## config.mk

```make
export PLATFORM = sky130hd
export DESIGN_NAME = length_prefix_deframer_with_timeouts
export DESIGN_NICKNAME = d
export VERILOG_FILES = /design/src/hdl/lpd_pkg.sv /design/src/hdl/length_prefix_deframer_with_timeouts.sv /design/src/hdl/lpd_cfg.sv /design/src/hdl/lpd_engine.sv
export SDC_FILE = /design/constraint.sdc
export NUM_CORES = 1
export LEC_CHECK = 0
export BUFFER_PORTS_ARGS = -buffer_cell sky130_fd_sc_hd__buf_2
export CORE_MARGIN = 5
export CORE_UTILIZATION = 40
export DETAILED_ROUTE_END_ITERATION = 8
export HOLD_SLACK_MARGIN = 0.06
export SLEW_MARGIN = 5
export SYNTH_ARGS = -nofsm -noshare
export SYNTH_HDL_FRONTEND = slang
export SYNTH_SLANG_ARGS = --single-unit
```

## constraint.sdc

```tcl
create_clock -name i_clk -period 4.3 [get_ports i_clk]
set_input_delay 1.075 -clock i_clk [delete_from_list [all_inputs] [get_ports i_clk]]
set_output_delay 1.075 -clock i_clk [all_outputs]
set_load 0.01 [all_outputs]
```

## src/hdl/lpd_pkg.sv

```systemverilog
package lpd_pkg;

    // Item kinds on the input channel.
    localparam logic [1:0] FN_BYTE  = 2'd0;
    localparam logic [1:0] FN_TICK  = 2'd1;
    localparam logic [1:0] FN_OPEN  = 2'd2;
    // The fourth code carries no meaning and is ignored.
    localparam logic [1:0] FN_SPARE = 2'd3;

    // Result kinds on the output channel.
    localparam logic [2:0] RK_BYTE   = 3'd0;
    localparam logic [2:0] RK_EMPTY  = 3'd1;
    localparam logic [2:0] RK_BADLEN = 3'd2;
    localparam logic [2:0] RK_HDR_TO = 3'd3;
    localparam logic [2:0] RK_PAY_TO = 3'd4;

    // Configuration register indexes.
    localparam logic [1:0] CFG_MAX_LENGTH      = 2'd0;
    localparam logic [1:0] CFG_PAYLOAD_TIMEOUT = 2'd1;
    localparam logic [1:0] CFG_HEADER_TIMEOUT  = 2'd2;

    // Reset values of the configuration registers.
    localparam logic [31:0] MAX_LENGTH_RST      = 32'd1048576;
    localparam logic [15:0] PAYLOAD_TIMEOUT_RST = 16'd5;
    localparam logic [15:0] HEADER_TIMEOUT_RST  = 16'd15;

    // Index of the final header byte (four bytes, big-endian).
    localparam logic [1:0] HDR_LAST_IDX = 2'd3;

    typedef enum logic [1:0] {
        PH_HEADER  = 2'd0,
        PH_PAYLOAD = 2'd1,
        PH_CLOSED  = 2'd2
    } t_phase;

    typedef struct packed {
        logic [31:0] max_length;
        logic [15:0] payload_timeout;
        logic [15:0] header_timeout;
    } t_cfg;

    typedef struct packed {
        logic        vld;
        logic [2:0]  kind;
        logic [7:0]  data;
        logic        last;
        logic [31:0] length;
    } t_result;

endpackage

```

## src/hdl/length_prefix_deframer_with_timeouts.sv

```systemverilog
// Channel  | Direction | Handshake                  | Payload
// input    | in        | i_in_valid / o_in_ready    | i_func, i_data_byte
// output   | out       | o_out_valid / i_out_ready  | o_result_kind, o_out_byte,
//          |           |                            | o_out_last, o_frame_length
// config   | in        | i_cfg_we (no wait)         | i_cfg_idx, i_cfg_data
//
// One item is taken in every cycle while o_in_ready is high; an accepted item
// passes through the input register, then the step logic into the result register.
// The rate is set by the state update in the step engine, made once per item.
// Reset is synchronous and active low; it restores the register defaults and
// an empty header phase. A stalled result register holds the input register,
// and o_in_ready falls only when both stages are full.

module length_prefix_deframer_with_timeouts
    import lpd_pkg::*;
(
    input  logic        i_clk,
    input  logic        i_rst_n,
    // Configuration write port
    input  logic        i_cfg_we,
    input  logic [1:0]  i_cfg_idx,
    input  logic [31:0] i_cfg_data,
    // Input channel
    input  logic        i_in_valid,
    output logic        o_in_ready,
    input  logic [1:0]  i_func,
    input  logic [7:0]  i_data_byte,
    // Output channel
    output logic        o_out_valid,
    input  logic        i_out_ready,
    output logic [2:0]  o_result_kind,
    output logic [7:0]  o_out_byte,
    output logic        o_out_last,
    output logic [31:0] o_frame_length
);

    t_cfg    cfg;
    t_result res;

    logic        r_in_vld;
    logic [1:0]  r_in_func;
    logic [7:0]  r_in_byte;
    logic        r_out_vld;
    t_result     r_out;
    logic        advance;
    logic        step;

    lpd_cfg u_cfg (
        .i_clk      (i_clk),
        .i_rst_n    (i_rst_n),
        .i_cfg_we   (i_cfg_we),
        .i_cfg_idx  (i_cfg_idx),
        .i_cfg_data (i_cfg_data),
        .o_cfg      (cfg)
    );

    // The result register can take a new value when it is empty or being
    // drained this cycle. An item in the input register is processed only
    // then, so that every state update has a slot for its result.
    assign advance    = !r_out_vld || i_out_ready;
    assign step       = r_in_vld && advance;
    assign o_in_ready = !r_in_vld || advance;

    always_ff @(posedge i_clk) begin
        if (!i_rst_n) begin
            r_in_vld <= 1'b0;
        end else if (o_in_ready) begin
            r_in_vld <= i_in_valid;
        end
    end

    always_ff @(posedge i_clk) begin
        if (o_in_ready) begin
            r_in_func <= i_func;
            r_in_byte <= i_data_byte;
        end
    end

    lpd_engine u_engine (
        .i_clk       (i_clk),
        .i_rst_n     (i_rst_n),
        .i_step      (step),
        .i_func      (r_in_func),
        .i_data_byte (r_in_byte),
        .i_cfg       (cfg),
        .o_res       (res)
    );

    // Items that cause no result simply leave the result register empty.
    always_ff @(posedge i_clk) begin
        if (!i_rst_n) begin
            r_out_vld <= 1'b0;
        end else if (advance) begin
            r_out_vld <= step && res.vld;
        end
    end

    always_ff @(posedge i_clk) begin
        if (advance) begin
            r_out <= res;
        end
    end

    assign o_out_valid    = r_out_vld;
    assign o_result_kind  = r_out.kind;
    assign o_out_byte     = r_out.data;
    assign o_out_last     = r_out.last;
    assign o_frame_length = r_out.length;

`ifndef SYNTHESIS
    // Only payload byte results carry a byte or a last marker.
    assert property (@(posedge i_clk) disable iff (!i_rst_n)
        o_out_valid && (o_result_kind != RK_BYTE) |-> (o_out_byte == 8'd0) && !o_out_last)
        else $error("non-byte result carries byte data");

    // Header timeouts and empty messages report a zero length.
    assert property (@(posedge i_clk) disable iff (!i_rst_n)
        o_out_valid && ((o_result_kind == RK_HDR_TO) || (o_result_kind == RK_EMPTY))
        |-> (o_frame_length == 32'd0))
        else $error("length reported with header timeout or empty message");

    // A bad length result always exceeds the configured maximum.
    assert property (@(posedge i_clk) disable iff (!i_rst_n)
        o_out_valid && (o_result_kind == RK_BADLEN) |-> (o_frame_length > cfg.max_length))
        else $error("bad length result within the maximum");

    // A held input item is not lost while the result register stalls.
    assert property (@(posedge i_clk) disable iff (!i_rst_n)
        r_in_vld && !advance |=> r_in_vld && $stable(r_in_func) && $stable(r_in_byte))
        else $error("input register changed while stalled");
`endif

endmodule

```

## src/hdl/lpd_cfg.sv

```systemverilog
module lpd_cfg
    import lpd_pkg::*;
(
    input  logic        i_clk,
    input  logic        i_rst_n,
    input  logic        i_cfg_we,
    input  logic [1:0]  i_cfg_idx,
    input  logic [31:0] i_cfg_data,
    output t_cfg        o_cfg
);

    t_cfg r_cfg;

    always_ff @(posedge i_clk) begin
        if (!i_rst_n) begin
            r_cfg.max_length      <= MAX_LENGTH_RST;
            r_cfg.payload_timeout <= PAYLOAD_TIMEOUT_RST;
            r_cfg.header_timeout  <= HEADER_TIMEOUT_RST;
        end else if (i_cfg_we) begin
            unique case (i_cfg_idx)
                CFG_MAX_LENGTH:      r_cfg.max_length      <= i_cfg_data;
                CFG_PAYLOAD_TIMEOUT: r_cfg.payload_timeout <= i_cfg_data[15:0];
                CFG_HEADER_TIMEOUT:  r_cfg.header_timeout  <= i_cfg_data[15:0];
                default: begin
                    // Writes to an unused index are dropped.
                end
            endcase
        end
    end

    assign o_cfg = r_cfg;

endmodule

```

## src/hdl/lpd_engine.sv

```systemverilog
module lpd_engine
    import lpd_pkg::*;
(
    input  logic        i_clk,
    input  logic        i_rst_n,
    input  logic        i_step,
    input  logic [1:0]  i_func,
    input  logic [7:0]  i_data_byte,
    input  t_cfg        i_cfg,
    output t_result     o_res
);

    t_phase      r_phase,     n_phase;
    logic [1:0]  r_hdr_cnt,   n_hdr_cnt;
    logic [31:0] r_len,       n_len;
    logic [31:0] r_remain,    n_remain;
    logic [15:0] r_wait,      n_wait;

    logic [15:0] wait_inc;
    logic [31:0] hdr_len;
    logic        pay_last;

    always_ff @(posedge i_clk) begin
        if (!i_rst_n) begin
            r_phase   <= PH_HEADER;
            r_hdr_cnt <= '0;
            r_len     <= '0;
            r_remain  <= '0;
            r_wait    <= '0;
        end else begin
            r_phase   <= n_phase;
            r_hdr_cnt <= n_hdr_cnt;
            r_len     <= n_len;
            r_remain  <= n_remain;
            r_wait    <= n_wait;
        end
    end

    // The tick counter saturates rather than wrapping.
    assign wait_inc = (&r_wait) ? r_wait : r_wait + 16'd1;
    assign hdr_len  = {r_len[23:0], i_data_byte};
    assign pay_last = (r_remain <= 32'd1);

    always_comb begin
        n_phase   = r_phase;
        n_hdr_cnt = r_hdr_cnt;
        n_len     = r_len;
        n_remain  = r_remain;
        n_wait    = r_wait;
        o_res     = '0;

        if (i_step) begin
            unique case (i_func)
                FN_OPEN: begin
                    n_phase   = PH_HEADER;
                    n_hdr_cnt = '0;
                    n_len     = '0;
                    n_remain  = '0;
                    n_wait    = '0;
                end
                FN_TICK: begin
                    if (r_phase == PH_PAYLOAD) begin
                        n_wait = wait_inc;
                        if (wait_inc >= i_cfg.payload_timeout) begin
                            o_res.vld    = 1'b1;
                            o_res.kind   = RK_PAY_TO;
                            o_res.length = r_len;
                            n_phase      = PH_CLOSED;
                        end
                    end else if (r_phase == PH_HEADER && r_hdr_cnt != 2'd0) begin
                        n_wait = wait_inc;
                        if (wait_inc >= i_cfg.header_timeout) begin
                            o_res.vld  = 1'b1;
                            o_res.kind = RK_HDR_TO;
                            n_phase    = PH_CLOSED;
                        end
                    end
                end
                FN_BYTE: begin
                    if (r_phase == PH_HEADER) begin
                        n_len = hdr_len;
                        if (r_hdr_cnt != HDR_LAST_IDX) begin
                            n_hdr_cnt = r_hdr_cnt + 2'd1;
                            if (r_hdr_cnt == 2'd0) begin
                                n_wait = '0;
                            end
                        end else begin
                            n_hdr_cnt = '0;
                            n_wait    = '0;
                            if (hdr_len > i_cfg.max_length) begin
                                o_res.vld    = 1'b1;
                                o_res.kind   = RK_BADLEN;
                                o_res.length = hdr_len;
                                n_phase      = PH_CLOSED;
                            end else if (hdr_len == 32'd0) begin
                                o_res.vld  = 1'b1;
                                o_res.kind = RK_EMPTY;
                            end else begin
                                n_remain = hdr_len;
                                n_phase  = PH_PAYLOAD;
                            end
                        end
                    end else if (r_phase == PH_PAYLOAD) begin
                        o_res.vld    = 1'b1;
                        o_res.kind   = RK_BYTE;
                        o_res.data   = i_data_byte;
                        o_res.last   = pay_last;
                        o_res.length = r_len;
                        if (pay_last) begin
                            n_phase   = PH_HEADER;
                            n_hdr_cnt = '0;
                            n_len     = '0;
                            n_remain  = '0;
                            n_wait    = '0;
                        end else begin
                            n_remain = r_remain - 32'd1;
                        end
                    end
                end
                default: begin
                    // The spare item code is ignored.
                end
            endcase
        end
    end

endmodule
```

### After elaboration in Yosys (flattened, before gate mapping)

Index checks and enable logic that the tools add are counted.
W data, S select, Z words.

| word-level totals | value |
|---|---|
| bits in registers | 204 |
| logic and storage cells | 119 |

| operators by class | value |
|---|---|
| bitwise operators | 3 |
| reduce and logical (&&, ||, !) cells | 24 |
| $lt $le $gt $ge | 4 |
| multiplexer cells | 53 |
| equal/unequal tests | 16 |
| add/subtract/negate cells | 3 |

Operators with widths:

| kind | count |
|---|---|
| $mux W32 | 14 |
| $pmux W32 S2 | 3 |
| $mux W16 | 8 |
| $mux W45 | 2 |
| $pmux W16 S3 | 1 |
| $ge A16 B16 Y1 | 2 |
| $gt A32 B32 Y1 | 1 |
| $le A32 B1 Y1 const B | 1 |
| $logic_not A32 Y1 | 1 |
| $mux W4 | 8 |
| $sub A32 B1 Y32 const B | 1 |
| $mux W2 | 12 |
| $mux W9 | 2 |
| $add A16 B1 Y16 const B | 1 |
| $reduce_and A16 Y1 | 1 |
| $ne A3 B1 Y1 const B | 4 |
| $ne A3 B3 Y1 const B | 4 |
| $reduce_and A6 Y1 | 2 |
| $reduce_and A9 Y1 | 1 |
| $logic_not A2 Y1 | 4 |
| $ne A4 B4 Y1 const B | 2 |
| $pmux W4 S2 | 1 |
| $eq A2 B1 Y1 const B | 3 |
| $pmux W2 S3 | 1 |
| 13 further kinds | 23 |

### Logic depth before layout (Yosys ltp)

Gate-level depths: netlist of the first run.

| depth | value |
|---|---|
| depth in word-level cells | 9 |
| depth in mapped cells | 16 |
| gate-level depth less buffers | 14 |

### By module

Synthesis of the first run repeated with hierarchy kept, for this count alone.

| second synthesis, totals | value |
|---|---|
| cell total of the unflattened synthesis | 1249 |
| area, all modules | 11008.1 um^2 |

By module, submodules not included:

| module | cells an instance | sequential area each (um^2) | times used | area each (um^2) |
|---|---|---|---|---|
| lpd_engine | 935 | 1681.6 | 1 | 6734.0 |
| lpd_cfg | 251 | 1281.2 | 1 | 2551.2 |
| length_prefix_deframer_with_timeouts | 63 | 1661.6 | 1 | 1722.9 |

### Least setup slack after synthesis of the first run

No wires, ideal clock.

| path | value |
|---|---|
| kind | input -> register |
| start | input port i_out_ready |
| end | register r_out, in the netlist o_frame_length[0] (data pin) |
| stages | 8 |
| setup slack | 0.405 ns |
| data arrival time | 3.748 ns |
| data required time | 4.153 ns |
| buffers on the path | 2 |
| cell sequence | nor2b_1 > inv_1 > nand2_1 > or2_2 > clkbuf_1 > a2111oi_1 > clkbuf_1 > o2bb2ai_1 |

| on the way | value |
|---|---|
| cells in the longest elaborated chain, start to end | 2 |

Ends and longest elaborated chain:

| element | line | source |
|---|---|---|
| start, declared | length_prefix_deframer_with_timeouts.sv:30 | `input logic i_out_ready,` |
| $logic_or A1 B1 Y1 | length_prefix_deframer_with_timeouts.sv:60 | `assign advance = !r_out_vld \|\| i_out_ready;` |
| $logic_and A1 B1 Y1 | length_prefix_deframer_with_timeouts.sv:61 | `assign step = r_in_vld && advance;` |
| end signal, assigned | length_prefix_deframer_with_timeouts.sv:100 | `r_out <= res;` |
| end, declared | length_prefix_deframer_with_timeouts.sv:44 | `t_result r_out;` |

No other way between the ends.
A chain may end at the register's enable or synchronous reset.

### Final worst setup path of the first run

| path | value |
|---|---|
| start | register u_engine.r_wait[4] |
| end | register r_out, in the netlist o_frame_length[3] (data pin) |

| on the way | value |
|---|---|
| cells in the longest elaborated chain, start to end | 6 |
| elaborated cells on any way between the ends | 7 |

Ends and longest elaborated chain:

| element | line | source |
|---|---|---|
| start, declared | lpd_engine.sv:17 | `logic [15:0] r_wait, n_wait;` |
| start signal, assigned | lpd_engine.sv:35 | `r_wait <= n_wait;` |
| $add A16 B1 Y16 or $reduce_and A16 Y1 (tied branches) | lpd_engine.sv:40 | `assign wait_inc = (&r_wait) ? r_wait : r_wait + 16'd1;` |
| $mux W16 * | lpd_engine.sv:40 |  |
| $ge A16 B16 Y1 * | lpd_engine.sv:64 | `if (wait_inc >= i_cfg.payload_timeout) begin` |
| $mux W32 * | lpd_engine.sv:64 |  |
| $mux W32 * | lpd_engine.sv:62 | `if (r_phase == PH_PAYLOAD) begin` |
| $pmux W32 S2 * | lpd_engine.sv:53 | `unique case (i_func)` |

Mark *: on every way between the ends. The rest lies on a longest branch, timed or not.

==> reports/results.tsv, run 1 <==
metric	value	unit
largest net degree at the start of global routing	74	
crit end category	flop	
reg2reg start	u_engine.r_wait[4]$_SDFFE_PN0P_	
area delta synth->final	15.3	%
Vias/cell	5.68	
synth cell count leaders	nand2_1, dfxtp_1, a21oi_1	
Routed Wire Length	32400	um
CP startpoint kind	flop	
DRC viols	0	
Seq/Total Area, Yosys	0.430	
WHS	451	ps
worst ir drop on vdd	208	uV
Seq cells post-synth	204	
Cell Pwr Density	355	nW/um2
Bufs on Longest Clock Path	3	
Worst slew margin	0.267	
Post-Syn Instances	1287	
antenna violations before repair	1	
synth warn	0	
grt total ovfl	0	
post-synthesis cell type count	69	
busiest metal layer after global routing	met1	
HP Start	u_cfg.o_cfg[57]$_SDFFE_PN0P_	
Crit path required time	4550	ps
top cell type's share of synthesized area	0.279	
WL/cell	18.8	um
ys flop type	dfxtp_1	
Fin. Hold Viols	0	
leading cell type by number of instances after synthesis	nand2_1	
fin crit share	0.897	
hold buffer count at CTS	0	
CTS tree	done	
Nets	1478	
Total GRT Usage	0.205	
M3 GR Usage	0.0441	
ant diodes	0	
Lkg Pwr	4.77	nW
mapped cell area	10800	um2
largest fanout on the critical path	32	
vias	9767	
status	completed	
Skew-Pair Late Insertion Delay	520	ps
Port Buffers	94	
Avg Synthesized Cell Area	8.35	um2
CTS resizes	0	
Setup Fix Bufs, Post-CTS	0	
beginning of the critical path	u_engine.r_wait[4]$_SDFFE_PN0P_	
core area	26700	um2
clock sink count	204	
crit path DAT	4100	ps
clock buffer count from CTS	24	
Tmin final	3860	ps
Antenna Nets Post-Route	0	
fraction of layout cells with a size suffix above 1	0.126	
I/O pin total	95	
crit path kind	reg -> reg	
Root Buffer	clkbuf_16	
Hold Crit Class	reg -> reg	
htree depth	1	
DR iter-0 viols	926	
Placer Congestion	0.890	
DIE WIDTH	174	um
ys async rst share	0	
Syn Nets	1405	
met2 usage	0.295	
Starting Density	0.402	
Slew Viols, Final	0	
Die Ht	174	um
Tightest Pin Transition	1100	ps
setup TNS	0	ps
Site Rows	60	
met1 Use GR	0.316	
largest cells by area after synthesis	dfxtp_1, edfxtp_1, nand2_1, ha_1, a21oi_1	
RSZ-0062 raised after global routing	no	
First-pass DRT Iterations	5	
final setup violation count	0	
Max Cap Viol	0	
first-pass GRT wire length	51100	um
DIE AREA	30300	um2
Max Fclk	0.259	GHz
leading area contributor after synthesis	dfxtp_1	
skew final	14.3	ps
Post-synth EDFFs	54	
vias in the first global route	9107	
total power	4.39	mW
detailed placer's ending HPWL	22900	um
clock-pin transition on the worst setup and hold timing paths	60	ps
[final cells by class]
cell class / instances / area [um2]
Clock inverter: 8 / 62.6
Clock buffer: 36 / 717
Timing Repair Buffer: 116 / 673
Inverter: 71 / 268
Multi-Input combinational cell: 943 / 5620
Tap cell: 341 / 427
Sequential cell: 204 / 4620
Fill cell: 2619 / 14300
[cells in the final DEF, fill, tap and decap left out, drive strengths merged, types with 12 or more instances in the layout]
cell type / instances
nand2: 233
clkbuf: 36
nor3: 25
nand3: 31
edfxtp: 54
nand4: 18
ha: 69
and2: 12
a32o: 13
nor4: 22
a21oi: 147
buf: 116
o21ai: 53
o2bb2ai: 32
dfxtp: 150
inv: 70
o21a: 13
nor2: 119
[stage by stage]
stage | cells | util | setup slack [ps] | area, um2
2_1_floorplan | 1287 | - | 405 | 10800
3_3_place_gp | 1675 | 0.435 | 604 | 11600
3_5_place_dp | 1675 | 0.435 | 531 | 11600
4_1_cts | 1719 | 0.464 | 491 | 12400
5_1_grt | 1719 | 0.464 | 63.6 | 12400
6_report | 1719 | 0.464 | 445 | 12400
[flip-flops by register name (all words and copies together), names as in the netlist]
name / flops
u_engine.r_remain: 32
o_out_last: 1
r_in_vld: 1
u_engine.r_phase: 2
u_engine.r_hdr_cnt: 2
u_engine.r_len: 32
r_in_byte: 8
o_result_kind: 3
o_out_byte: 8
o_out_valid: 1
r_in_func: 2
o_frame_length: 32
u_engine.r_wait: 16
u_cfg.o_cfg: 64
[critical path: stages (launching register included)]
cell and delay [ps]:
dfxtp_1 440, and4_1 300, nand4_1 180, o31ai_1 480, nor2_1 160, xor2_1 270, ha_1 300, a21o_1 180
a21o_1 160, a21oi_1 180, o21ai_0 110, a31oi_1 290, a2111oi_2 150, buf_12 220, o2bb2ai_1 150
[kinds of logic after synthesis]
logic type / share of synthesized area
adders and majority gates: 0.0803
buffers and inverters: 0.0496
xor gates and xnor gates: 0.0114
AOI/OAI and AO/OA: 0.204
DFF: 0.430
muxes: 0.00291
and+or+nand+nor: 0.222
[where the power goes]
group          switching [mW]  internal, mW  total, mW
clock                   0.807          1.20       2.01
combinational           0.242         0.117      0.359
sequential             0.0296          1.99       2.02
[final timing paths]
path	endpoint	slack, ps	depth (start not counted)
worst max-delay path	o_frame_length[3]$_SDFFCE_PN0N_	440	14
worst min-delay path	u_cfg.o_cfg[57]$_SDFFE_PN0P_	450	2
worst max register to register	o_frame_length[3]$_SDFFCE_PN0N_	440	14
worst min register to register	u_cfg.o_cfg[57]$_SDFFE_PN0P_	450	2
[routing by layer]
| layer | part of all wire | vias up | routed length (um) |
|---|---|---|---|
| met5 | 0.00034 | - | 11 |
| met4 | 0.017 | 2 | 559 |
| met3 | 0.074 | 42 | 2390 |
| met2 | 0.41 | 336 | 13400 |
| met1 | 0.50 | 4642 | 16100 |
| li1 | - | 4745 | - |
Note: power is estimated with default switching activity, not from simulation.
==> run 2: changes to the inputs <==
CORE_MARGIN = not set   (was 5)
==> reports/results.tsv, run 2 (synthesized netlist as in run 1, its figures left out) <==
metric	value	unit	change
crit path kind	reg -> reg		
Finished Layout Cells	1717		-0.12%
Placed Instances	1673		-0.12%
Starting Density	0.410		+0.00797
area of the multi-input gates	5630	um2	about the same
Max Fclk	0.250	GHz	-3.5%
Cell Pwr Density	367	nW/um2	+3.6%
crit path DAT	4270	ps	+170 ps
commonest cells after routing, fill and taps aside	nand2_1, dfxtp_1, a21oi_1		
fraction of layout cells with a size suffix above 1	0.132		+0.00615
DR iter-0 viols	968		+4.5%
Placer Congestion	0.885		-0.51%
post-route cell area	12500	um2	+0.65%
htree depth	1		unchanged
most common cell after layout, fill and taps aside	nand2_1		
DRC viols	8		+8
area of placed instances	11600	um2	about the same
first-pass GRT wire length	50400	um	-1.3%
ant diodes	0		unchanged
Worst slew margin	0.422		+0.154
I/O pin total	95		unchanged
Largest register FFs	64		unchanged
Setup Fix Bufs, Post-CTS	0		unchanged
antenna violations before repair	0		-1
Antenna Nets Post-Route	0		unchanged
WL/cell	18.4	um	-2.2%
setup TNS	0	ps	unchanged
DIE WIDTH	166	um	-4.6%
Tightest Pin Transition	868	ps	-231 ps
Crit path required time	4580	ps	+30 ps
largest net degree at the start of global routing	75		+1.4%
CTS tree	done		
fin crit share	0.929		+0.0323
clock sink count	204		unchanged
worst slack, placed	383	ps	-148 ps
Routed Wire Length	31700	um	-2.3%
Root Buffer	clkbuf_16		
detailed placer's ending HPWL	22400	um	-2.3%
worst ir drop on vdd	263	uV	+27%
Fin. Hold Viols	0		unchanged
Total GRT Usage	0.228		+0.0224
DIE AREA	27500	um2	-9.0%
status	complete, but fails checks		
vias in the first global route	8993		-1.3%
setup slack after layout	306	ps	-139 ps
CP startpoint kind	flop		
Max Cap Viol	0		unchanged
fillcell total	2542		-2.9%
core area	26200	um2	-1.9%
largest fanout on the critical path	8		-75%
failing checks	DRC		
crit end category	flop		
clock-pin transition on the worst setup and hold timing paths	60	ps	about the same
Hold Crit Class	reg -> reg		
Reg area	4620	um2	unchanged
final setup violation count	0		unchanged
Die Ht	166	um	-4.6%
Tmin final	3990	ps	+139 ps
area delta synth->final	16.0	%	
skew final	11.9	ps	-2.42 ps
grt total ovfl	0		unchanged
clock buffer count from CTS	24		unchanged
First-pass DRT Iterations	7		+2
Site Rows	59		-1.7%
Skew-Pair Late Insertion Delay	530	ps	about the same
RSZ-0062 raised after global routing	no		
Vias/cell	5.69		about the same
Nets	1482		+0.27%
vias	9764		-0.031%
Bufs on Longest Clock Path	3		unchanged
Slew Viols, Final	0		unchanged
Port Buffers	94		unchanged
Lkg Pwr	4.82	nW	+1.0%
[run 2: cell count changes in the layout (fill, tap and decap cells not counted), sizes merged]
cell      before  now
clkinvlp       1    2
inv           70   71
buf          116  120
bufinv         1    4
clkbuf        36   34
clkinv         7    4
[run 2: worst paths after layout]
kind	end	start	cells after the start	slack, ps
worst max register to register	o_result_kind[0]$_SDFFCE_PN0N_	u_engine.r_wait[3]$_SDFFE_PN0P_	14	310
worst min-delay path	u_cfg.o_cfg[48]$_SDFFE_PN0P_	u_cfg.o_cfg[48]$_SDFFE_PN0P_	2	450
worst min register to register	u_cfg.o_cfg[48]$_SDFFE_PN0P_	u_cfg.o_cfg[48]$_SDFFE_PN0P_	2	450
worst max-delay path	o_result_kind[0]$_SDFFCE_PN0N_	u_engine.r_wait[3]$_SDFFE_PN0P_	14	310
[run 2: critical path: stages (launching register included)]
cell      delay, ps
dfxtp_1         470
and4_1          310
nand4_1         200
nor2_1          290
a21oi_1         190
nand3_1         180
xnor2_1         230
ha_1            320
a221oi_1        240
o21ai_0         130
a221oi_1        500
o21ai_0         220
and3_1          250
a21oi_1         140
nor2_1           60
[run 2: layer usage]
metal	GRT usage	routed length, um	up-vias
li1	-	-	4751
met1	0.350	15800	4639
met2	0.336	13300	335
met3	0.0329	2160	39
met4	0.0443	465	0
met5	0	0	-
[run 2: area by class of cell]
type                       count  area share
sequential                   204       0.371
tap                          335      0.0336
multi-input combinational    943       0.451
clock inverter                10      0.0132
clock buffer                  34      0.0554
timing repair buffer         120      0.0544
inverter                      71      0.0216
[run 2: report_power, final]
group | internal, mW | leakage (nW) | total [mW] | switching [mW]
Clock | 1.36 | 0.413 | 2.20 | 0.842
Combinational | 0.116 | 2.55 | 0.355 | 0.240
Sequential | 1.99 | 1.86 | 2.02 | 0.0287
[run 2: per-stage QoR]
stage,total power [mW],hold slack [ps],utilization
after floorplan,2.29,436,-
after global placement,2.41,442,0.443
after detailed placement,2.41,447,0.443
after CTS,4.61,455,0.476
after global routing,4.73,471,0.476
final,4.58,454,0.476
[run 2: timing repair]
item	CTS	global route
gates resized for setup	0	1
setup endpoints to repair	0	15
hold endpoints to repair	0	0
hold buffers	0	0
